`config.mk`:
```
export PLATFORM = sky130hd
export DESIGN_NAME = chr_ram
export DESIGN_NICKNAME = d
export VERILOG_FILES = /design/src/rtl/core/chr_ram.sv
export SDC_FILE = /design/constraint.sdc
export NUM_CORES = 1
export LEC_CHECK = 0
export ABC_AREA = 1
export BUFFER_PORTS_ARGS = -buffer_cell sky130_fd_sc_hd__buf_2
export CAP_MARGIN = 20
export CORE_MARGIN = 5
export CORE_UTILIZATION = 55
export CTS_CLUSTER_DIAMETER = 50
export DETAILED_ROUTE_END_ITERATION = 10
export PLACE_DENSITY = 0.72
export SYNTH_ARGS = -nofsm -noshare
export SYNTH_HDL_FRONTEND = slang
export SYNTH_SLANG_ARGS = --single-unit
```
`constraint.sdc`:
```
create_clock -name i_clk -period 1.7 [get_ports i_clk]
set_input_delay 0.255 -clock i_clk [delete_from_list [all_inputs] [get_ports i_clk]]
set_output_delay 0.255 -clock i_clk [all_outputs]
set_load 0.005 [all_outputs]
```
`src/rtl/core/chr_ram.sv`:
```
// ============================================================================
// chr_ram
// Generic simple dual-port RAM: one write port, one read port with a
// registered read that updates only when read is enabled.
// ============================================================================
module chr_ram #(
    parameter int WIDTH = 8,
    parameter int DEPTH = 32
) (
    input  logic                                    i_clk,
    input  logic                                    i_we,
    input  logic [((DEPTH > 1) ? $clog2(DEPTH) : 1)-1:0] i_waddr,
    input  logic [WIDTH-1:0]                        i_wdata,
    input  logic                                    i_re,
    input  logic [((DEPTH > 1) ? $clog2(DEPTH) : 1)-1:0] i_raddr,
    output logic [WIDTH-1:0]                        o_rdata
);

    logic [WIDTH-1:0] r_mem [DEPTH];
    logic [WIDTH-1:0] r_rdata;

    always_ff @(posedge i_clk) begin
        if (i_we) begin
            r_mem[i_waddr] <= i_wdata;
        end
        if (i_re) begin
            r_rdata <= r_mem[i_raddr];
        end
    end

    assign o_rdata = r_rdata;

endmodule

```
==> impl_metrics.ini, run 1 <==
[outcome]
status = finished clean

[timing]
hold_ws_ps = 112
tns_ps = 0
fin_crit_sh_pct = 79.3
hold_violations = 0
rsz0062_at_grt = no
finClkSkew_ps = 9.00
setup_viol = 0
max_slew_margin_pct = 51.5
drv_slew = 0
setup_ws_ps = 352
tightest_slew_ps = 728
fmax_mhz = 742
timing.final.crit_period_ps = 1350

[detailed_routing]
viasPerCell = 5.52
drc = 0
wl_per_cell_um = 19.2
drt_iter0_drc = 689
firstDrtPassIters = 5
num_vias = 6941
totalWireLength_mm = 24.1
ant_nets = 0

[logic_synthesis]
synth_top_area_cell = edfxtp_1
netlist_area_um2 = 10900
synth_top_area_share_pct = 73.0
synth-seq-cells = 264
syn_area_per_cell_um2 = 11.8
synth_xor_area_share_pct = 0
synth-compound-area-share_pct = 0
synthAdderAreaFrac_pct = 0
syn-num-nets = 943
synth_cell_types = 11
synth_mux_area_share_pct = 0
synth_cells = 922
synth_area_leaders = edfxtp_1 (73%), nand2_1 (12%), nand3_1 (9.4%)
ys_seq_area_share_pct = 73.0
synth_top_family_by_area = simple AND/OR/NAND/NOR gates
ys_warn_count = 0
synth_simple_gate_area_share_pct = 22.9

[cells_and_area]
stdcell_area_um2 = 12200
multi_input_area_um2 = 2490
regArea_um2 = 7930
layout_commonest_cell = nand2_1
fin_nets = 1003
drive_above_1_share_pct = 11.9
n_antenna_cell = 0
synthToLayoutAreaGrowth_pct = 12.5
final.fill_count = 1520
most-common-layout-cells = nand2_1 (360), edfxtp_1 (264), nand3_1 (204)

[clocking]
cts_buffers = 27
clk_pin_slew_ps = 60
cts_max_level = 1
post_cts_resized = 0
clock_latency_ps = 520
ctsRootBufferMaster = clkbuf_16
clk_path_buf_depth = 3
holdBufCountCts = 0
cts.sink_count = 264
cts_setup_buffers = 0
cts_tree = built

[setup_path]
crit_required_ps = 1440
crit_slowest_cell = edfxtp_1
arrival_ps = 1090
r2r-end = o_rdata[2]$_DFFE_PP_
critPathMaxStageDelay_ps = 420
reg2reg_depth = 8
worstSetupEndpointType = output pin
path_max_fanout = 1
reg2reg_slack_ps = 400
r2r-start = r_mem[12][2]$_DFFE_PP_
cp_num_buf_inv = 1
cp-start-kind = flip-flop
crit_chain = buf_2
critPathKind = flip-flop to output pin
crit_family = flip-flops

[global_routing]
grt_overflow = 0
grt_pass1_wl_mm = 37.8
grt_pass1_vias = 6897
grt_max_degree = 65
antenna_found_initial = 0
track_usage_pct = 21.8

[die]
core_um2 = 19500
initial_utilization_pct = 55.8
die_area_um2 = 22700
die_x_um = 151
ios = 29
die-height_um = 151
num_rows = 51

[worst_hold_path]
hold-path-cell-count = 1
hold_end = o_rdata[7]$_DFFE_PP_
worst_hold_startpoint = i_re
hp-class = input port to flip-flop

[pwr]
power.density_nw_per_um2 = 1080
p_leak_nw = 4.59
power.total_mw = 13.3
peakVddDrop_uv = 889

[placement]
io_buffers = 28
place.gp.congestion = 0.855
hpwl_mm = 14.8
place_worst_setup_slack_ps = 123
placed_area_um2 = 11500

[run]
max-cap-violations = 0
==> layer usage <==
metal	up-vias	global-route usage, %	wire length [um]
li1	3315	-	-
met2	253	36.1	11800
met5	-	0	0
met3	44	3.97	1650
met4	0	5.44	507
met1	3329	30.2	10200
==> cells in the mapped netlist <==
master / count
clkbuf_1: 7
inv_1: 8
buf_2: 15
nor2_1: 32
nand3_1: 204
nand2_1: 360
edfxtp_1: 264
buf_1: 2
buf_4: 4
inv_2: 2
buf_6: 24
==> power by group <==
part           total (mW)  switching [mW]  internal (mW)  leakage, nW
logic               0.869           0.606          0.263         1.84
registers            7.29          0.0256           7.26         2.39
clock network        5.10            2.24           2.85        0.363
==> flip-flops by register name (all words and copies together) (netlist names) <==
register  cells
o_rdata       8
r_mem       256
==> stage by stage <==
step           instances  util, %
2_1_floorplan        922        -
3_3_place_gp        1218     59.0
3_5_place_dp        1218     59.0
4_1_cts             1258     62.8
5_1_grt             1258     62.8
6_report            1258     62.8
==> worst max path at each step <==
stage,from,end,cells past startpoint
global route,r_mem[26][2]$_DFFE_PP_,o_rdata[2]$_DFFE_PP_,8
global placement,i_raddr[1],o_rdata[2]$_DFFE_PP_,10
finish,o_rdata[3]$_DFFE_PP_,o_rdata[3],1
floorplan,i_waddr[0],r_mem[0][0]$_DFFE_PP_,3
detailed placement,i_raddr[1],o_rdata[2]$_DFFE_PP_,10
CTS,o_rdata[3]$_DFFE_PP_,o_rdata[3],1
==> logic make-up (layout without fill, tap and decap cells) <==
| kind of cell | count (synthesis) | count (layout) |
|---|---|---|
| AND/OR/NAND/NOR | 596 | 596 |
| flip-flops | 264 | 264 |
| buffers and inverters | 62 | 133 |
==> cell type report <==
type,instances,share of cell area [%]
sequential,264,64.9
clock buffer,30,5.62
inverter,10,0.328
clock inverter,10,0.420
timing repair buffer,83,5.67
tap,265,2.71
multi-input combinational,596,20.4
(Power assumes the default switching activity.)
==> run 2, diff against run 1 <==
==> constraint.sdc (replaced) <==
create_clock -name i_clk -period 1.3 [get_ports i_clk]
set_input_delay 0.195 -clock i_clk [delete_from_list [all_inputs] [get_ports i_clk]]
set_output_delay 0.195 -clock i_clk [all_outputs]
set_load 0.005 [all_outputs]
==> run 2 against run 1 <==
- the run now ends with negative setup slack left
- total power grew 38%
- die area is the same
- clock power grew 47%
- sequential power grew 31%
- cell area grew 3.0%
- wire length grew 5.3%
- sequential cell count is the same
- critical path depth is the same
- register-to-register slack lost 380 ps
- utilization grew 1.9 points
- final cell count grew 1.3%
- sequential share of layout area shrank 1.9 points
- largest cell class unchanged
==> impl_metrics.ini, run 2 (same netlist as run 1, synthesis figures left out) <==
[placement]
hpwl_mm = 15.2
place.gp.congestion = 0.882
placed_area_um2 = 11600
io_buffers = 28

[setup_path]
path_max_fanout = 1
critPathMaxStageDelay_ps = 430
reg2reg_depth = 8
critPathKind = flip-flop to output pin
crit_required_ps = 1110
worstSetupEndpointType = output pin
cp_num_buf_inv = 1
reg2reg_slack_ps = 20
crit_chain = buf_2
cp-start-kind = flip-flop
r2r-end = o_rdata[2]$_DFFE_PP_
arrival_ps = 1110
r2r-start = r_mem[14][2]$_DFFE_PP_
crit_family = flip-flops
crit_slowest_cell = edfxtp_1

[die]
num_rows = 51
die_x_um = 151
die_area_um2 = 22700
die-height_um = 151
initial_utilization_pct = 55.8
ios = 29
core_um2 = 19500

[cells_and_area]
multi_input_area_um2 = 2650
largest_reg_flops = 256
final.fill_count = 1426
stdcell_area_um2 = 12600
synthToLayoutAreaGrowth_pct = 15.9
regArea_um2 = 7930
layout_commonest_cell = nand2_1
most-common-layout-cells = nand2_1 (341), edfxtp_1 (264), nand3_1 (182)
n_antenna_cell = 0
fin_nets = 1012
top_register = r_mem
drive_above_1_share_pct = 16.8

[timing]
tightest_slew_ps = 722
fmax_mhz = 764
finClkSkew_ps = 12.9
hold_violations = 0
max_slew_margin_pct = 51.8
timing.final.crit_period_ps = 1310
drv_slew = 0
fin_crit_sh_pct = 101
setup_viol = 2
rsz0062_at_grt = yes
setup_ws_ps = -9.27
hold_ws_ps = 59.0
tns_ps = -11.1

[pwr]
power.density_nw_per_um2 = 1450
peakVddDrop_uv = 1420
p_leak_nw = 4.74

[global_routing]
grt_overflow = 0
grt_max_degree = 66
antenna_found_initial = 0
grt_pass1_wl_mm = 39.1
track_usage_pct = 22.7
grt_pass1_vias = 7004

[worst_hold_path]
hold_end = o_rdata[4]$_DFFE_PP_
worst_hold_startpoint = i_re
hold-path-cell-count = 1
hp-class = input port to flip-flop

[detailed_routing]
num_vias = 7143
drt_iter0_drc = 663
firstDrtPassIters = 5
totalWireLength_mm = 25.4
wl_per_cell_um = 19.9
drc = 0
ant_nets = 0
viasPerCell = 5.61

[clocking]
holdBufCountCts = 0
clk_path_buf_depth = 3
ctsRootBufferMaster = clkbuf_16
clock_latency_ps = 530
cts.sink_count = 264
cts_buffers = 28
cts_max_level = 1
clk_pin_slew_ps = 60
cts_tree = built

[run]
max-cap-violations = 0

[outcome]
status = finished, violations left
violations = negative setup slack
run 2: cell count changes in the layout (fill, tap and decap cells not counted):
| cell | change |
|---|---|
| nand2_1 | -19 |
| nand3_2 | +22 |
| nand3_1 | -22 |
| buf_12 | +2 |
| bufinv_16 | +2 |
| clkbuf_1 | +4 |
| inv_6 | -1 |
| clkinv_4 | +1 |
| buf_4 | +6 |
| nand2_2 | +19 |
| clkinv_1 | +1 |
| clkinvlp_4 | +2 |
| clkbuf_16 | +2 |
| clkinv_2 | -3 |
run 2: layout make-up:
| type | count | share of cell area (%) |
|---|---|---|
| clock inverters | 12 | 0.914 |
| clock buffers | 36 | 5.97 |
| multi-input cells | 596 | 21.0 |
| repair buffers | 91 | 6.18 |
| flip-flops and latches | 264 | 62.9 |
| inverters | 10 | 0.318 |
| well taps | 265 | 2.63 |
run 2: metrics by stage:
step,utilization [%],setup slack (ps),power (mW),instances
CTS,63.9,-28.3,18.3,1274
detailed placement,59.4,-267,10.9,1226
global placement,59.4,-246,10.9,1226
global route,64.7,-27.8,18.9,1274
finish,64.7,-9.27,18.3,1274
floorplan,-,71.0,10.4,922
run 2: worst max path at each step:
| stage | from | to | cells after the start |
|---|---|---|---|
| floorplan | i_waddr[0] | r_mem[0][0]$_DFFE_PP_ | 3 |
| global placement | i_raddr[1] | o_rdata[0]$_DFFE_PP_ | 10 |
| detailed placement | i_raddr[1] | o_rdata[2]$_DFFE_PP_ | 10 |
| CTS | o_rdata[3]$_DFFE_PP_ | o_rdata[3] | 1 |
| global route | r_mem[21][7]$_DFFE_PP_ | o_rdata[7]$_DFFE_PP_ | 8 |
| finish | o_rdata[3]$_DFFE_PP_ | o_rdata[3] | 1 |
run 2: repair_timing:
item,in CTS,in global routing
buffers inserted,0,0
cloned,0,0
endpoints found under the setup margin,4,11
pin swaps,0,7
gates resized for setup,2,39
run 2: report_power, final:
part | internal [mW] | switching, mW | total, mW
Clock | 4.44 | 3.07 | 7.52
Combinational | 0.383 | 0.860 | 1.24
Sequential | 9.50 | 0.0340 | 9.53
Total | 14.3 | 3.97 | 18.3
run 2: layer usage:
metal	up-vias	GRT usage, %	share of wire, %
met3	35	4.58	7.7
met4	0	5.72	1.7
met5	-	0	0
met1	3479	32.0	42
li1	3342	-	-
met2	287	36.7	49
